===== src/sv/sfe_pkg.sv =====
`default_nettype none
// ----------------------------------------------------------------------------
// sfe_pkg: shared definitions for the escaped SPI frame exchanger
// Framing bytes, length offset, default buffer size and action codes.
// ----------------------------------------------------------------------------
package sfe_pkg;

  // Framing and escape bytes on the wire
  localparam logic [7:0] STX_BYTE = 8'hF1;
  localparam logic [7:0] CHX_BYTE = 8'hF2;

  // Frame length is received byte 3 plus this offset
  localparam logic [8:0] LEN_OFFSET = 9'd6;

  // Default buffer depth in bytes
  localparam int BUFFER_BYTES_DEF = 128;

  // Input actions
  typedef enum logic [2:0] {
    ACT_LOAD    = 3'd0,
    ACT_START   = 3'd1,
    ACT_EXCHG   = 3'd2,
    ACT_READ    = 3'd3,
    ACT_RELEASE = 3'd4
  } action_t;

endpackage
`default_nettype wire


===== src/sv/spi_escaped_frame_exchanger.sv =====
`default_nettype none
// ----------------------------------------------------------------------------
// spi_escaped_frame_exchanger: STX/CHX byte-stuffed full-duplex SPI framer
// Tx/rx buffers in synchronous memories, one transfer a cycle unless stalled.
// ----------------------------------------------------------------------------
// Each accepted transfer carries one action (load, start, exchanged byte, read,
// release) and yields exactly one result transfer through the pipeline and
// output registers. A new transfer is taken every cycle unless both are full
// and the output side stalls; the two registers form a two-entry queue, so
// the input stays ready while one finished result waits. The transmit memory
// is read one entry ahead of the transmit position into a registered read
// port, with write-to-read forwarding, and the current byte is kept in a
// head register; the receive memory is written on each stored byte and
// read through a registered port on the read action. No clearing pass is needed.
module spi_escaped_frame_exchanger #(
  parameter int BUFFER_BYTES = sfe_pkg::BUFFER_BYTES_DEF
) (
  input  wire logic       clk,
  input  wire logic       rst,
  input  wire logic       in_valid,
  output logic            in_ready,
  input  wire logic [2:0] action,
  input  wire logic [7:0] data_byte,
  input  wire logic [6:0] read_index,
  output logic            out_valid,
  input  wire logic       out_ready,
  output logic [7:0]      send_byte,
  output logic            send_valid,
  output logic            frame_done,
  output logic            rx_complete,
  output logic [7:0]      rx_count,
  output logic [7:0]      read_data,
  output logic            load_rejected
);
  import sfe_pkg::*;

  localparam int         AW        = $clog2(BUFFER_BYTES);
  localparam logic [7:0] BUF_LEN   = 8'(BUFFER_BYTES);
  localparam logic [8:0] PAD_LIMIT = 9'(2 * BUFFER_BYTES);
  localparam logic [9:0] BUF_LEN_W = 10'(BUFFER_BYTES);

  // Buffers
  logic [7:0] tx_mem [BUFFER_BYTES];
  logic [7:0] rx_mem [BUFFER_BYTES];
  logic [7:0] tx_rd_q;
  logic [7:0] rx_rd_q;

  // Frame state
  logic [7:0] tx_length, tx_length_next;
  logic [8:0] tx_position, tx_position_next;
  logic [7:0] rx_position, rx_position_next;
  logic [7:0] previous_byte, previous_byte_next;
  logic       rx_done_flag, rx_done_flag_next;
  logic       busy_flag, busy_flag_next;
  logic [7:0] head, head_next;
  logic [7:0] first_byte, first_byte_next;
  logic [7:0] byte3, byte3_next;

  // Memory ports
  logic          tx_we;
  logic [AW-1:0] tx_waddr;
  logic [7:0]    tx_wdata;
  logic [AW-1:0] tx_raddr;
  logic [9:0]    tx_raddr_w;
  logic          rx_we;
  logic [AW-1:0] rx_waddr;
  logic [7:0]    rx_wdata;
  logic [AW-1:0] rx_raddr;

  // Result fields
  logic [7:0] r_send;
  logic       r_valid, r_done, r_rej, r_read;

  // Pipeline register
  logic       p_valid;
  logic [7:0] p_send;
  logic       p_sv, p_done, p_cmpl, p_read, p_rej;
  logic [7:0] p_cnt;

  logic accept, move;
  logic [7:0] rx_v;
  logic [7:0] b3_eff;

  assign move     = p_valid && (!out_valid || out_ready);
  assign in_ready = !p_valid || !out_valid || out_ready;
  assign accept   = in_valid && in_ready;
  assign rx_raddr = AW'(read_index);

  // Decode action, update frame state, drive memory ports
  always_comb begin
    tx_length_next     = tx_length;
    tx_position_next   = tx_position;
    rx_position_next   = rx_position;
    previous_byte_next = previous_byte;
    rx_done_flag_next  = rx_done_flag;
    busy_flag_next     = busy_flag;
    head_next          = head;
    first_byte_next    = first_byte;
    byte3_next         = byte3;
    tx_we    = 1'b0;
    tx_waddr = tx_length[AW-1:0];
    tx_wdata = data_byte;
    rx_we    = 1'b0;
    rx_waddr = rx_position[AW-1:0];
    rx_v     = (previous_byte == CHX_BYTE) ? ~data_byte : data_byte;
    rx_wdata = rx_v;
    b3_eff   = (rx_position == 8'd3) ? rx_v : byte3;
    r_send   = 8'd0;
    r_valid  = 1'b0;
    r_done   = 1'b0;
    r_rej    = 1'b0;
    r_read   = 1'b0;
    if (accept) begin
      case (action_t'(action))
        ACT_LOAD: begin
          if (tx_length < BUF_LEN) begin
            tx_we          = 1'b1;
            tx_length_next = tx_length + 8'd1;
            if (tx_length == 8'd0) first_byte_next = data_byte;
            if ({1'b0, tx_length} == tx_position) head_next = data_byte;
          end else begin
            r_rej = 1'b1;
          end
        end
        ACT_START: begin
          if (!busy_flag && tx_length != 8'd0) begin
            tx_position_next = 9'd0;
            busy_flag_next   = 1'b1;
            head_next        = first_byte;
            r_send           = STX_BYTE;
            r_valid          = 1'b1;
          end
        end
        ACT_EXCHG: begin
          if (busy_flag) begin
            // Deframe the received byte
            if (!rx_done_flag) begin
              if (data_byte == STX_BYTE) begin
                rx_position_next = 8'd0;
              end else if (data_byte != CHX_BYTE &&
                           (rx_position != 8'd0 || previous_byte == STX_BYTE) &&
                           rx_position < BUF_LEN) begin
                rx_we            = 1'b1;
                rx_position_next = rx_position + 8'd1;
                if (rx_position == 8'd3) byte3_next = rx_v;
                if ({1'b0, rx_position_next} == {1'b0, b3_eff} + LEN_OFFSET)
                  rx_done_flag_next = 1'b1;
              end
              previous_byte_next = data_byte;
            end
            // Pick the next byte to send
            if (tx_position < {1'b0, tx_length}) begin
              r_valid = 1'b1;
              if (head == STX_BYTE || head == CHX_BYTE) begin
                tx_we     = 1'b1;
                tx_waddr  = tx_position[AW-1:0];
                tx_wdata  = ~head;
                head_next = ~head;
                if (tx_position == 9'd0) first_byte_next = ~head;
                r_send = CHX_BYTE;
              end else begin
                r_send           = head;
                tx_position_next = tx_position + 9'd1;
                head_next        = tx_rd_q;
              end
            end else if (rx_done_flag_next || rx_position_next == 8'd0 ||
                         tx_position > PAD_LIMIT) begin
              busy_flag_next = 1'b0;
              r_done         = 1'b1;
            end else begin
              r_send  = STX_BYTE;
              r_valid = 1'b1;
              if (tx_position != 9'h1FF) tx_position_next = tx_position + 9'd1;
            end
          end
        end
        ACT_READ: begin
          r_read = ({1'b0, read_index} < BUF_LEN);
        end
        ACT_RELEASE: begin
          if (!busy_flag) begin
            if (rx_done_flag) begin
              rx_done_flag_next = 1'b0;
              rx_position_next  = 8'd0;
            end
            tx_position_next = 9'd0;
            tx_length_next   = 8'd0;
          end
        end
        default: begin
        end
      endcase
    end
    // Look one entry past the transmit position
    tx_raddr_w = {1'b0, tx_position_next} + 10'd1;
    tx_raddr   = (tx_raddr_w < BUF_LEN_W) ? tx_raddr_w[AW-1:0] : '0;
  end

  // Transmit memory: write, registered read with forwarding
  always_ff @(posedge clk) begin
    if (tx_we) tx_mem[tx_waddr] <= tx_wdata;
    if (tx_we && tx_waddr == tx_raddr) tx_rd_q <= tx_wdata;
    else tx_rd_q <= tx_mem[tx_raddr];
  end

  // Receive memory: store deframed bytes, read back by index
  always_ff @(posedge clk) begin
    if (rx_we) rx_mem[rx_waddr] <= rx_wdata;
    if (r_read) rx_rd_q <= rx_mem[rx_raddr];
  end

  // Hold frame state
  always_ff @(posedge clk) begin
    if (rst) begin
      tx_length     <= 8'd0;
      tx_position   <= 9'd0;
      rx_position   <= 8'd0;
      previous_byte <= 8'd0;
      rx_done_flag  <= 1'b0;
      busy_flag     <= 1'b0;
    end else begin
      tx_length     <= tx_length_next;
      tx_position   <= tx_position_next;
      rx_position   <= rx_position_next;
      previous_byte <= previous_byte_next;
      rx_done_flag  <= rx_done_flag_next;
      busy_flag     <= busy_flag_next;
    end
    head       <= head_next;
    first_byte <= first_byte_next;
    byte3      <= byte3_next;
  end

  // Pipeline register: capture the result of each accepted transfer
  always_ff @(posedge clk) begin
    if (rst) begin
      p_valid <= 1'b0;
    end else if (accept) begin
      p_valid <= 1'b1;
    end else if (move) begin
      p_valid <= 1'b0;
    end
    if (accept) begin
      p_send <= r_send;
      p_sv   <= r_valid;
      p_done <= r_done;
      p_cmpl <= rx_done_flag_next;
      p_cnt  <= rx_position_next;
      p_read <= r_read;
      p_rej  <= r_rej;
    end
  end

  // Output register: advance when empty or taken
  always_ff @(posedge clk) begin
    if (rst) begin
      out_valid <= 1'b0;
    end else if (move) begin
      out_valid <= 1'b1;
    end else if (out_ready) begin
      out_valid <= 1'b0;
    end
    if (move) begin
      send_byte     <= p_send;
      send_valid    <= p_sv;
      frame_done    <= p_done;
      rx_complete   <= p_cmpl;
      rx_count      <= p_cnt;
      read_data     <= p_read ? rx_rd_q : 8'd0;
      load_rejected <= p_rej;
    end
  end

endmodule
`default_nettype wire


===== config.mk =====
export PLATFORM = sky130hd
export DESIGN_NAME = spi_escaped_frame_exchanger
export DESIGN_NICKNAME = d
export VERILOG_FILES = /design/src/sv/sfe_pkg.sv /design/src/sv/spi_escaped_frame_exchanger.sv
export SDC_FILE = /design/constraint.sdc
export NUM_CORES = 2
export LEC_CHECK = 0
export BUFFER_PORTS_ARGS = -buffer_cell sky130_fd_sc_hd__buf_2
export CORE_MARGIN = 5
export CORE_UTILIZATION = 45
export DETAILED_ROUTE_END_ITERATION = 10
export PLACE_DENSITY_LB_ADDON = 0.05
export REMOVE_ABC_BUFFERS = 1
export SLEW_MARGIN = 20
export SYNTH_ARGS = -nofsm -noshare
export SYNTH_HDL_FRONTEND = slang
export SYNTH_SLANG_ARGS = --single-unit

===== constraint.sdc =====
create_clock -name clk -period 23 [get_ports clk]
set_input_delay 4.6 -clock clk [delete_from_list [all_inputs] [get_ports clk]]
set_output_delay 4.6 -clock clk [all_outputs]
set_load 0.02 [all_outputs]

==> results.md <==
* Status: complete, no violations
* Clock slew at reported path FFs at 0.06 ns
* Total Wirelength at between 200000 and 250000 um
* Nets at between 4000 and 5000
* Post-CTS setup repair buffer count at 0
* GRT Util Overall at 21.0%
* Initial Utilization at 45.1%
* 1st-iter DRT viols at 3488
* Largest cells by area after synthesis: edfxtp_1 (75%), mux4_2 (18%), nor2_1 (1.5%)
* Die Width at approximately 450 um
* H-Tree Depth at 4
* Cell row count at 160
* Fin crit share at between 40 and 50%
* Hold Startpoint: p_send[3]
* Clock skew at about 0.025 ns
* Tightest Pin Transition at approximately 1.1 ns
* # hold bufs at CTS at 0
* Most common cell in the netlist: edfxtp_1
* Leakage at 29.5 nW
* Most instantiated cells after synthesis: edfxtp_1 (2129), mux4_2 (672), nor2_1 (334), clkbuf_1 (149), nand2_1 (106)
* Routed len/inst at 30.6 um
* Vias/cell at 5.79
* Drt pass-1 iters at 7
* Worst-Skew Late Latency at between 0.8 and 0.9 ns
* Max cap viols at 0
* Vias in the first global route at between 40000 and 50000
* Post-route ant nets at 0
* Reg power frac at a little over half
* Vias at between 30000 and 40000
* Setup TNS at 0 ns
* Synthesized area at approximately 0.085 mm2
* Seq/Total Area, Yosys at between 70% and 80%
* #FFs+latches synth at ~2200
* Syn Inst Count at between 3000 and 4000
* CTS Buf Count at about 220
* Tmin final at 9.94 ns
* Clk pwr share at between 40% and 50%
* Synth Flop Type: edfxtp_1
* Crit Path Category: in -> out
* Combinational share of power at around 2.9%
* CP Launch Type: primary input
* Pin count of the biggest net entering global routing at 98
* Layout cells sized above 1 at about 28%
* NetSw at about 1.7 mW
* Slew margin rel. at 23.6%
* Synth warn at 0
* Post-CTS sizing at 0
* Reg2reg start: rx_position[4]
* Total Die Area at between 0.15 and 0.2 mm2
* Overall power at 8.15 mW
* Port buffer count at between 50 and 60
* Io pins at between 50 and 60
* CP endpoint kind: output pin
* Layout area overhead at 12.5%
* Asr flop ratio synth at 0%
* HPWL Detailed at 124000 um
* Clock Path Buffers at 3
* Root buf cell: clkbuf_16
* Drt drc at 0
* Area of the core at roughly 0.19 mm2
* Top cell type's share of synthesized area at between 70% and 80%
* First-pass GRT wire length at 300000 um
* Number of synthesized flops with an enable pin at around 2100
* Mapped Avg Cell Area at around 22 um2
* Max Clk Rate at roughly 0.10 GHz
* Pwr dens at about 85 mW/mm2
* Critical Path Fanout Max at 4
* WP data required at between 15 and 20 ns
* Internal power at 6.49 mW
* CTS tree: built
* Overflow after GRT at 0
* CP Launch Point: out_ready
* Sw Share at between 20% and 30%
* Slew Limit Fails at 0
* Post-synth cell types at 72
* Hold Crit Class: reg -> reg
* Reg2reg setup slack at around 17 ns
* Worst vdd ir at 0.0000802 V
* Most area-hungry cell type in the Yosys netlist: edfxtp_1
* Sinks on Clock Net at 2173
* RD Place Congestion at 0.786
* RSZ-0062 raised after global routing: false
* Initial antenna violation count at 8
* CP arrival at between 5 and 6 ns
* Setup-failing EPs final at 0
* Final hold violations at 0
* Die Y at approximately 450 um
==> cell families after synthesis <==
kind of cell             count (synthesis)  share of synthesized area [%]
flip-flops                            2173                           75.8
multiplexers                           702                           18.1
XOR/XNOR                                31                          0.335
AO/OA/AOI/OAI                          166                           1.33
buffers and inverters                  250                           1.11
adder cells (fa/ha/maj)                 18                          0.263
AND/OR/NAND/NOR                        600                           3.07
==> worst max-delay path, cell delays in order <==
cell and delay [ns]:
buf_2 0.10, nor2b_1 0.30, nand2_1 0.16, buf_2 0.18
==> power by group through the flow <==
| stage | Clock (mW) | Combinational [mW] | Sequential (mW) |
|---|---|---|---|
| after floorplan | 0 | 0.112 | 4.45 |
| after global placement | 0 | 0.238 | 4.44 |
| after detailed placement | 0 | 0.242 | 4.44 |
| after CTS | 3.65 | 0.242 | 4.36 |
| after global routing | 3.81 | 0.251 | 4.35 |
| final | 3.56 | 0.235 | 4.36 |
==> through the flow <==
step | setup slack (ns) | utilization (%) | hold slack (ns) | std cells | instance area (um2)
2_1_floorplan | 10.05 | - | 0.400 | 3730 | 84700
3_3_place_gp | 13.04 | 46.9 | 0.410 | 6361 | 88900
3_5_place_dp | 13.05 | 46.9 | 0.408 | 6361 | 88900
4_1_cts | 13.05 | 50.7 | 0.422 | 6780 | 96100
5_1_grt | 13.00 | 50.7 | 0.432 | 6783 | 96200
6_report | 13.06 | 50.7 | 0.419 | 6787 | 96200
==> per-layer routing <==
layer | global-route usage (%) | share of wire, % | vias to the layer above
li1 | - | - | 16794
met1 | 28.7 | 42 | 21263
met2 | 35.7 | 51 | 961
met3 | 2.96 | 4.3 | 280
met4 | 5.58 | 2.4 | 4
met5 | 0 | 0.013 | -
==> cell type report <==
type | instances | area (um2)
fillers | 15087 | 93400
flip-flops and latches | 2173 | 64800
multi-input cells | 1517 | 20000
clock buffers | 287 | 5980
well taps | 2511 | 3140
clock inverters | 132 | 1220
repair buffers | 123 | 915
inverters | 40 | 150
diodes | 4 | 10.0
==> registers in the layout, indices dropped and copies added (netlist names), 8 cells and up, named ones only <==
name,flops
rx_mem,1024
tx_mem,1024
tx_position,9
byte3,8
first_byte,8
head,8
p_cnt,8
p_send,8
previous_byte,8
read_data,8
rx_count,8
rx_position,8
rx_rd_q,8
send_byte,8
tx_length,8
==> layout by cell type (no fill, tap or decap), types with 21 or more instances in the layout <==
cell type,count
a21oi_1,51
buf_2,47
buf_4,67
bufinv_16,21
clkbuf_1,53
clkbuf_16,227
clkinv_1,55
clkinv_2,38
dfxtp_1,39
edfxtp_1,2129
inv_1,40
mux4_2,672
nand2_1,98
nand3_1,42
nor2_1,333
nor3_1,26
o21ai_0,27
==> final timing paths <==
check	cells after the start	end
hold reg to reg	0	send_byte[3]
setup reg to reg	19	flip-flop
hold / removal	0	send_byte[3]
setup / recovery	4	in_ready
No activity file was read; power rests on OpenSTA's default activity.
